<file path="src/rtl/core/hktc_pkg.sv">
// Shared types and constants of the Hall key travel calibrator.
`default_nettype none

package hktc_pkg;

    localparam int SAMPLE_BITS   = 12;
    localparam int CFG_BITS      = 12;
    localparam int LEVEL_BITS    = 16;
    localparam int TRAVEL_BITS   = 16;
    localparam int CFG_DATA_BITS = 16;
    localparam int CFG_IDX_BITS  = 3;
    localparam int REQ_BITS      = 2;

    // Widths of the shared add and compare unit.
    localparam int ALU_A_BITS = LEVEL_BITS + 1;
    localparam int SUM_BITS   = ALU_A_BITS + 1;
    localparam int DIFF_BITS  = SUM_BITS + 1;

    localparam logic [REQ_BITS-1:0] REQ_SAMPLE = 2'd0;
    localparam logic [REQ_BITS-1:0] REQ_INIT   = 2'd1;
    localparam logic [REQ_BITS-1:0] REQ_CLEAR  = 2'd2;

    localparam logic [CFG_IDX_BITS-1:0] CFG_DEF_REST = 3'd0;
    localparam logic [CFG_IDX_BITS-1:0] CFG_DEF_DOWN = 3'd1;
    localparam logic [CFG_IDX_BITS-1:0] CFG_DEADZONE = 3'd2;
    localparam logic [CFG_IDX_BITS-1:0] CFG_MIN_SPAN = 3'd3;
    localparam logic [CFG_IDX_BITS-1:0] CFG_FULL_TRV = 3'd4;

    localparam logic [CFG_BITS-1:0]    DEF_REST_RST = 12'd1800;
    localparam logic [CFG_BITS-1:0]    DEF_DOWN_RST = 12'd2600;
    localparam logic [CFG_BITS-1:0]    DEADZONE_RST = 12'd8;
    localparam logic [CFG_BITS-1:0]    MIN_SPAN_RST = 12'd200;
    localparam logic [TRAVEL_BITS-1:0] FULL_TRV_RST = 16'd400;

    localparam logic CAL_RST = ({1'b0, DEF_DOWN_RST} > ({1'b0, DEF_REST_RST}
                               + {1'b0, MIN_SPAN_RST}));

    localparam logic [LEVEL_BITS-1:0] LEVEL_CLEARED = 16'hFFFF;

    typedef struct packed {
        logic [REQ_BITS-1:0]    req_type;
        logic [SAMPLE_BITS-1:0] sample;
        logic                   filter_ready;
    } in_item_t;

    typedef struct packed {
        logic [TRAVEL_BITS-1:0] distance;
        logic                   calibrated;
        logic [SAMPLE_BITS-1:0] last_value;
        logic [LEVEL_BITS-1:0]  rest_out;
        logic [LEVEL_BITS-1:0]  down_out;
    } out_item_t;

endpackage

`default_nettype wire

</file>
<file path="src/rtl/core/hall_key_travel_calibrator_top.sv">
// Top level of the Hall key travel calibrator: level tracking and travel scaling.
//
// Usage: requests arrive on the in_* channel (sample, load defaults, clear) and each
// transfer produces exactly one result on the out_* channel. A transfer happens at a
// rising edge with valid high and stall low. in_stall is high while an item is being
// worked on; one item is in flight at a time.
// All arithmetic runs through one shared add-and-compare unit stepped by a small
// sequencer: deadzone checks, span check, clamping, span, then one 16x16 multiply
// and a restoring division that retires one quotient bit per cycle.
// Cycles from input transfer to result valid: clear or unused request 1, init 2,
// uncalibrated sample 1 to 4, calibrated sample 22 (filter not ready) or 25
// (filter ready). The next item may be taken one cycle after the result appears,
// so a calibrated sample costs up to 26 cycles; the 16-step division dominates.
// The result register holds its contents while out_stall is high; a new item can
// be accepted meanwhile, and its result waits in the last step until the register
// is free.
// Configuration writes (cfg_we, cfg_index, cfg_data) take effect at once and must
// only be made while the block is idle. Reset loads the register defaults and the
// matching levels, clears the held sample and distance, and empties the output.
`default_nettype none

module hall_key_travel_calibrator_top (
    input  wire logic                                clk,
    input  wire logic                                rst_n,
    input  wire logic                                in_valid,
    output logic                                     in_stall,
    input  wire hktc_pkg::in_item_t                  in_data,
    output logic                                     out_valid,
    input  wire logic                                out_stall,
    output hktc_pkg::out_item_t                      out_data,
    input  wire logic                                cfg_we,
    input  wire logic [hktc_pkg::CFG_IDX_BITS-1:0]   cfg_index,
    input  wire logic [hktc_pkg::CFG_DATA_BITS-1:0]  cfg_data
);

    typedef enum logic [3:0] {
        S_IDLE,
        S_REST,
        S_DOWN,
        S_SPAN,
        S_CLO,
        S_CHI,
        S_DIFF,
        S_SPANW,
        S_MUL,
        S_DIV,
        S_FIN
    } state_t;

    localparam logic [3:0] DIV_LAST = 4'(hktc_pkg::LEVEL_BITS - 1);

    state_t state_reg;

    logic [hktc_pkg::CFG_BITS-1:0]    def_rest_reg;
    logic [hktc_pkg::CFG_BITS-1:0]    def_down_reg;
    logic [hktc_pkg::CFG_BITS-1:0]    dz_reg;
    logic [hktc_pkg::CFG_BITS-1:0]    min_span_reg;
    logic [hktc_pkg::TRAVEL_BITS-1:0] ft_reg;

    logic [hktc_pkg::LEVEL_BITS-1:0]  rest_reg;
    logic [hktc_pkg::LEVEL_BITS-1:0]  down_reg;
    logic                             cal_reg;
    logic [hktc_pkg::SAMPLE_BITS-1:0] last_reg;
    logic [hktc_pkg::TRAVEL_BITS-1:0] travel_reg;
    logic                             is_sample_reg;

    logic [hktc_pkg::LEVEL_BITS-1:0]  vc_reg;
    logic [hktc_pkg::LEVEL_BITS-1:0]  d_reg;
    logic [hktc_pkg::LEVEL_BITS-1:0]  span_reg;
    logic [hktc_pkg::LEVEL_BITS-1:0]  rem_reg;
    logic [hktc_pkg::LEVEL_BITS-1:0]  quo_reg;
    logic [3:0]                       cnt_reg;

    logic                             out_valid_reg;
    hktc_pkg::out_item_t              out_data_reg;

    logic [hktc_pkg::ALU_A_BITS-1:0]  alu_a;
    logic [hktc_pkg::CFG_BITS-1:0]    alu_b;
    logic [hktc_pkg::LEVEL_BITS-1:0]  alu_c;
    logic [hktc_pkg::SUM_BITS-1:0]    alu_sum;
    logic [hktc_pkg::DIFF_BITS-1:0]   alu_diff;
    logic                             alu_lt;

    logic [hktc_pkg::LEVEL_BITS-1:0]  v16;
    logic [2*hktc_pkg::LEVEL_BITS-1:0] prod;
    logic [hktc_pkg::LEVEL_BITS-1:0]  quo_next;
    logic [hktc_pkg::LEVEL_BITS-1:0]  rem_next;

    assign in_stall  = (state_reg != S_IDLE);
    assign out_valid = out_valid_reg;
    assign out_data  = out_data_reg;

    assign v16  = {{(hktc_pkg::LEVEL_BITS-hktc_pkg::SAMPLE_BITS){1'b0}}, last_reg};
    assign prod = d_reg * ft_reg;

    // Shared unit: compares a + b against c and gives a + b - c.
    always_comb
    begin
        alu_a = '0;
        alu_b = '0;
        alu_c = '0;
        unique case (state_reg)
            S_REST:
            begin
                alu_a = {1'b0, v16};
                alu_b = dz_reg;
                alu_c = rest_reg;
            end
            S_DOWN:
            begin
                alu_a = {1'b0, down_reg};
                alu_b = dz_reg;
                alu_c = v16;
            end
            S_SPAN:
            begin
                alu_a = {1'b0, rest_reg};
                alu_b = min_span_reg;
                alu_c = down_reg;
            end
            S_CLO:
            begin
                alu_a = {1'b0, v16};
                alu_c = rest_reg;
            end
            S_CHI:
            begin
                alu_a = {1'b0, down_reg};
                alu_c = vc_reg;
            end
            S_DIFF:
            begin
                alu_a = {1'b0, vc_reg};
                alu_c = rest_reg;
            end
            S_SPANW:
            begin
                alu_a = {1'b0, down_reg};
                alu_c = rest_reg;
            end
            S_DIV:
            begin
                alu_a = {rem_reg, quo_reg[hktc_pkg::LEVEL_BITS-1]};
                alu_c = span_reg;
            end
            default:
            begin
            end
        endcase
    end

    assign alu_sum  = {1'b0, alu_a}
                    + {{(hktc_pkg::SUM_BITS-hktc_pkg::CFG_BITS){1'b0}}, alu_b};
    assign alu_diff = {1'b0, alu_sum}
                    - {{(hktc_pkg::DIFF_BITS-hktc_pkg::LEVEL_BITS){1'b0}}, alu_c};
    assign alu_lt   = alu_diff[hktc_pkg::DIFF_BITS-1];

    // The partial remainder always stays below the span, so 16 bits hold it.
    assign rem_next = alu_lt ? alu_a[hktc_pkg::LEVEL_BITS-1:0]
                             : alu_diff[hktc_pkg::LEVEL_BITS-1:0];
    assign quo_next = {quo_reg[hktc_pkg::LEVEL_BITS-2:0], ~alu_lt};

    always_ff @(posedge clk or negedge rst_n)
    begin
        if (!rst_n)
        begin
            def_rest_reg <= hktc_pkg::DEF_REST_RST;
            def_down_reg <= hktc_pkg::DEF_DOWN_RST;
            dz_reg       <= hktc_pkg::DEADZONE_RST;
            min_span_reg <= hktc_pkg::MIN_SPAN_RST;
            ft_reg       <= hktc_pkg::FULL_TRV_RST;
        end
        else if (cfg_we)
        begin
            unique case (cfg_index)
                hktc_pkg::CFG_DEF_REST: def_rest_reg <= cfg_data[hktc_pkg::CFG_BITS-1:0];
                hktc_pkg::CFG_DEF_DOWN: def_down_reg <= cfg_data[hktc_pkg::CFG_BITS-1:0];
                hktc_pkg::CFG_DEADZONE: dz_reg       <= cfg_data[hktc_pkg::CFG_BITS-1:0];
                hktc_pkg::CFG_MIN_SPAN: min_span_reg <= cfg_data[hktc_pkg::CFG_BITS-1:0];
                hktc_pkg::CFG_FULL_TRV: ft_reg       <= cfg_data;
                default:
                begin
                end
            endcase
        end
    end

    always_ff @(posedge clk or negedge rst_n)
    begin
        if (!rst_n)
        begin
            state_reg     <= S_IDLE;
            rest_reg      <= {4'd0, hktc_pkg::DEF_REST_RST};
            down_reg      <= {4'd0, hktc_pkg::DEF_DOWN_RST};
            cal_reg       <= hktc_pkg::CAL_RST;
            last_reg      <= '0;
            travel_reg    <= '0;
            is_sample_reg <= 1'b0;
            vc_reg        <= '0;
            d_reg         <= '0;
            span_reg      <= '0;
            rem_reg       <= '0;
            quo_reg       <= '0;
            cnt_reg       <= '0;
            out_valid_reg <= 1'b0;
            out_data_reg  <= '0;
        end
        else
        begin
            // While the result register is free, it holds a result exactly when
            // the final step loads one.
            if (!out_valid_reg || !out_stall)
            begin
                out_valid_reg <= (state_reg == S_FIN);
            end

            unique case (state_reg)
                S_IDLE:
                begin
                    if (in_valid)
                    begin
                        unique case (in_data.req_type)
                            hktc_pkg::REQ_SAMPLE:
                            begin
                                last_reg      <= in_data.sample;
                                is_sample_reg <= 1'b1;
                                if (in_data.filter_ready)
                                begin
                                    state_reg <= S_REST;
                                end
                                else if (cal_reg)
                                begin
                                    state_reg <= S_CLO;
                                end
                                else
                                begin
                                    travel_reg <= '0;
                                    state_reg  <= S_FIN;
                                end
                            end
                            hktc_pkg::REQ_INIT:
                            begin
                                rest_reg      <= {4'd0, def_rest_reg};
                                down_reg      <= {4'd0, def_down_reg};
                                last_reg      <= '0;
                                travel_reg    <= '0;
                                is_sample_reg <= 1'b0;
                                state_reg     <= S_SPAN;
                            end
                            hktc_pkg::REQ_CLEAR:
                            begin
                                rest_reg  <= hktc_pkg::LEVEL_CLEARED;
                                down_reg  <= '0;
                                cal_reg   <= 1'b0;
                                state_reg <= S_FIN;
                            end
                            default:
                            begin
                                state_reg <= S_FIN;
                            end
                        endcase
                    end
                end
                S_REST:
                begin
                    if (alu_lt)
                    begin
                        rest_reg <= v16;
                    end
                    state_reg <= S_DOWN;
                end
                S_DOWN:
                begin
                    if (alu_lt)
                    begin
                        down_reg <= v16;
                    end
                    state_reg <= S_SPAN;
                end
                S_SPAN:
                begin
                    cal_reg <= alu_lt;
                    if (alu_lt && is_sample_reg)
                    begin
                        state_reg <= S_CLO;
                    end
                    else
                    begin
                        travel_reg <= '0;
                        state_reg  <= S_FIN;
                    end
                end
                S_CLO:
                begin
                    vc_reg    <= alu_lt ? rest_reg : v16;
                    state_reg <= S_CHI;
                end
                S_CHI:
                begin
                    if (alu_lt)
                    begin
                        vc_reg <= down_reg;
                    end
                    state_reg <= S_DIFF;
                end
                S_DIFF:
                begin
                    d_reg     <= alu_diff[hktc_pkg::LEVEL_BITS-1:0];
                    state_reg <= S_SPANW;
                end
                S_SPANW:
                begin
                    span_reg <= alu_diff[hktc_pkg::LEVEL_BITS-1:0];
                    if (alu_diff[hktc_pkg::LEVEL_BITS-1:0] == '0)
                    begin
                        travel_reg <= '0;
                        state_reg  <= S_FIN;
                    end
                    else
                    begin
                        state_reg <= S_MUL;
                    end
                end
                S_MUL:
                begin
                    rem_reg   <= prod[2*hktc_pkg::LEVEL_BITS-1:hktc_pkg::LEVEL_BITS];
                    quo_reg   <= prod[hktc_pkg::LEVEL_BITS-1:0];
                    cnt_reg   <= '0;
                    state_reg <= S_DIV;
                end
                S_DIV:
                begin
                    rem_reg <= rem_next;
                    quo_reg <= quo_next;
                    cnt_reg <= cnt_reg + 4'd1;
                    if (cnt_reg == DIV_LAST)
                    begin
                        travel_reg <= quo_next;
                        state_reg  <= S_FIN;
                    end
                end
                S_FIN:
                begin
                    if (!out_valid_reg || !out_stall)
                    begin
                        out_data_reg.distance   <= travel_reg;
                        out_data_reg.calibrated <= cal_reg;
                        out_data_reg.last_value <= last_reg;
                        out_data_reg.rest_out   <= rest_reg;
                        out_data_reg.down_out   <= down_reg;
                        state_reg               <= S_IDLE;
                    end
                end
                default:
                begin
                    state_reg <= S_IDLE;
                end
            endcase
        end
    end

`ifndef SYNTHESIS
    a_busy_after_take: assert property (@(posedge clk) disable iff (!rst_n)
        (in_valid && !in_stall) |=> in_stall)
        else $error("input taken while the sequencer did not leave idle");

    a_div_rem_bound: assert property (@(posedge clk) disable iff (!rst_n)
        (state_reg == S_DIV) |-> (rem_reg < span_reg))
        else $error("division remainder not below the span");

    a_fin_waits: assert property (@(posedge clk) disable iff (!rst_n)
        (state_reg == S_FIN && out_valid_reg && out_stall) |=> (state_reg == S_FIN))
        else $error("result overwrote a stalled output");

    a_result_from_fin: assert property (@(posedge clk) disable iff (!rst_n)
        $rose(out_valid_reg) |-> $past(state_reg == S_FIN))
        else $error("result appeared outside the final step");
`endif

endmodule

`default_nettype wire

</file>
<file path="config.mk">
export PLATFORM = sky130hd
export DESIGN_NAME = hall_key_travel_calibrator_top
export DESIGN_NICKNAME = d
export VERILOG_FILES = /design/src/rtl/core/hktc_pkg.sv /design/src/rtl/core/hall_key_travel_calibrator_top.sv
export SDC_FILE = /design/constraint.sdc
export NUM_CORES = 1
export LEC_CHECK = 0
export BUFFER_PORTS_ARGS = -buffer_cell sky130_fd_sc_hd__buf_2
export CORE_ASPECT_RATIO = 0.7
export CORE_MARGIN = 5
export CORE_UTILIZATION = 40
export CTS_CLUSTER_DIAMETER = 200
export CTS_CLUSTER_SIZE = 20
export DETAILED_ROUTE_END_ITERATION = 10
export HOLD_SLACK_MARGIN = 0.05
export PLACE_DENSITY = 0.55
export SLEW_MARGIN = 20
export SYNTH_ARGS = -nofsm -noshare
export SYNTH_HDL_FRONTEND = slang
export SYNTH_SLANG_ARGS = --single-unit
</file>
<file path="constraint.sdc">
create_clock -name clk -period 6.2 [get_ports clk]
set_input_delay 0.31 -clock clk [delete_from_list [all_inputs] [get_ports clk]]
set_output_delay 0.31 -clock clk [all_outputs]
set_load 0.1 [all_outputs]
</file>
==> flow_metrics.py <==
metrics = {
    "logic_synthesis": {
        "syn_area_per_cell_um2": 9.496,
        "synth_top_area_frac": 0.2732,
        "syn_area_um2": 21530,
        "synth_seq_cells": 259,
        "yosysUniqueCellTypes": 78,
        "ys_top_cells_by_area": "dfrtp_1 27%, fa_1 19%, ha_1 7.3%",
        "synth_edf_count": 0,
        "synthSimpleGateAreaFrac": 0.1455,
        "synthMuxAreaShare": 0.07626,
        "synth_adder_area_share": 0.2648,
        "synth-xor-area-share": 0.01343,
        "synth_compound_area_frac": 0.1241,
        "synthCells": 2267,
        "synth_top_family_by_area": "adder cells",
        "seq_area_frac_synth": 0.3025,
        "async_reset_ff_frac": 1.000,
        "synthFlopType": "dfrtp_1",
        "ys_warn_count": 0,
        "synth.largest_area_cell": "dfrtp_1",
    },
    "critical_path": {
        "cpMostUsedCell": "fa_1",
        "crit_buf_inv": 6,
        "end_kind": "register",
        "critPathLaunchType": "register",
        "slowest_stage": "dfstp_2",
        "cpLargestDelayFamily": "adder cells",
        "critPathArrivalTime_ns": 6.44,
        "cp_max_fo": 8,
        "max_stage_delay_ns": 0.62,
        "required_ns": 6.63,
        "crit_chain": "buf_4 > nand2_1 > fa_1 > fa_1 > inv_1 > fa_1 > fa_1 > fa_1 > inv_1 > fa_1 > inv_1 > ha_1 > buf_4 > a21o_1 > nand3_1 > a31oi_1 > a21oi_4 > o21bai_1 > mux2i_1 > buf_4 > nand2_1",
        "worstSetupPathType": "reg -> reg",
    },
    "grt": {
        "first_global_vias": 16968,
        "grt_use_total": 0.2133,
        "grt_pass1_wl_um": 99030,
        "antenna_found_initial": 0,
        "grt_max_degree": 146,
        "grt_overflow": 0,
    },
    "clock_tree": {
        "cts_made_buffers": 16,
        "cts_tree": "done",
        "cts_sinks": 259,
        "clk_pin_slew_ns": 0.12,
        "root_buffer": "clkbuf_16",
        "worstSkewPairLatency_ns": 0.54,
        "cts_max_level": 1,
        "cts_buffer_depth": 3,
    },
    "drt": {
        "drtIter0Drc": 1493,
        "totalWireLength_um": 62400,
        "dr_wl_met2_um": 25460,
        "wl_met1_um": 31810,
        "antenna_left": 0,
        "drc": 0,
        "num_vias": 16787,
        "vias_per_cell": 5.398,
        "dr_wl_met3_um": 4499,
        "wire_per_inst_um": 20.06,
        "firstDrtPassIters": 7,
        "top_layer_used": "met4",
    },
    "cells_and_area": {
        "syn2layout_area_growth_pct": 11.85,
        "nNetsFinal": 2741,
        "multiInputGateArea_um2": 13640,
        "final_cell_mix": "370 x nand2_1, 276 x inv_1, 225 x dfrtp_1",
        "final_common_cell": "nand2_1",
        "seqCellArea_um2": 6524,
        "final-instance-count-excl-fill": 3110,
        "largest_reg_flops": 54,
        "num-fill-cells": 5257,
        "utilization": 0.4502,
        "drive_gt1_frac": 0.1728,
    },
    "sta": {
        "finalHoldViolCount": 0,
        "worst_pin_slew_ns": 1.012,
        "finalWorstPathRequiredPeriod_ns": 6.014,
        "fin_setup_tns_ns": 0,
        "fin_crit_sh": 0.9700,
        "holdWs_ns": 0.06793,
        "drv_slew": 0,
        "slew_headroom": 0.3252,
        "setup_violations": 0,
        "fin_skew_ns": 0.04431,
        "max_freq_mhz": 166.3,
        "grt_setup_unrepaired": "false",
    },
    "place": {
        "place.gp.congestion": 0.9086,
        "port_buffers": 97,
        "dp_cells": 3070,
        "hpwl_um": 49450,
    },
    "die": {
        "die-width_um": 287.3,
        "io_pins": 102,
        "dieArea_um2": 58630,
        "core.rowCount": 71,
        "die_h_um": 204.1,
        "core_area_um2": 53480,
        "initial_core_util": 0.4025,
    },
    "job": {
        "max-cap-violations": 0,
    },
    "run_status": {
        "status": "completed",
    },
    "hold_path": {
        "hold_class": "in -> reg",
    },
}
==> logic make-up after synthesis <==
| group | count (synthesis) |
|---|---|
| other | 1 |
| DFF | 259 |
| AOI/OAI and AO/OA | 414 |
| muxes | 149 |
| and+or+nand+nor | 672 |
| adders and majority gates | 332 |
| buffers and inverters | 407 |
| xor gates and xnor gates | 33 |
==> cells in the mapped netlist (4+ instances only) <==
cell	number
xnor2_1	16
or3_1	4
dfrtp_1	235
a21o_1	19
and2_1	114
inv_1	276
nor2b_1	7
fa_1	206
xor2_1	17
o31ai_1	4
buf_1	5
a211oi_1	13
nor2_1	71
dfstp_2	24
mux2_2	119
nand2_1	371
and3_1	14
buf_2	13
a22oi_1	53
nor4b_1	4
nand3_1	17
ha_1	126
o21ai_1	53
o211ai_1	13
nor4bb_1	4
o21ai_0	104
a21oi_1	67
nor3_1	24
o21bai_1	6
a222oi_1	24
nand2b_1	17
clkbuf_1	103
mux2i_1	29
buf_4	9
a221oi_1	8
nand4_1	6
a31oi_1	8
o21a_1	13
==> area by class of cell <==
type                       count  area share
multi-input combinational   1604      0.5666
inverter                     277     0.04318
sequential                   259      0.2709
clock buffer                  27     0.01923
antenna                        1   0.0001039
timing repair buffer         212     0.06205
tap                          730     0.03793
==> layer usage <==
layer	vias to the layer above	track usage
li1	7703	-
met2	494	0.2985
met4	0	0.02394
met5	-	0
met3	45	0.04158
met1	8545	0.3493
==> timing repair <==
item	4_1_cts	5_1_grt
setup endpoints to repair	5	12
buffers inserted	0	1
gates cloned	0	0
pin swaps	0	5
hold endpoints to repair	121	0
resized for setup	4	32
hold buffers	11	0
==> through the flow <==
step	instance area, µm²	setup WS, ns
finish	24080	0.1860
global route	24080	0.002315
CTS	23940	0.08360
detailed placement	23350	-0.004155
global placement	23350	-0.07362
floorplan	21540	0.2013
==> worst reg2reg max path, delay by kind of cell, from the launching register on <==
kind | cells | cell delay, ns
compound gates | 4 | 0.77
mux | 1 | 0.32
simple gates | 3 | 0.24
flops | 1 | 0.62
buf+inv | 6 | 0.66
fa+ha+maj | 7 | 3.27
==> worst paths after layout <==
path	start	to	slack [ns]	cells after the start
worst min register to register	span_reg[15]	span_reg[15]	0.49	2
worst max-delay path	ft_reg[8]	rem_reg[10]	0.19	21
max in group asynchronous	rst_n	down_reg[8]	4.43	3
worst max register to register	ft_reg[8]	rem_reg[10]	0.19	21
min in group asynchronous	rst_n	out_data[42]	0.42	2
worst min-delay path	in_data[9]	last_reg[8]	0.07	3
Power is not shown: default switching activity piles up to over one toggle a cycle in this logic, so the estimate is an artifact.
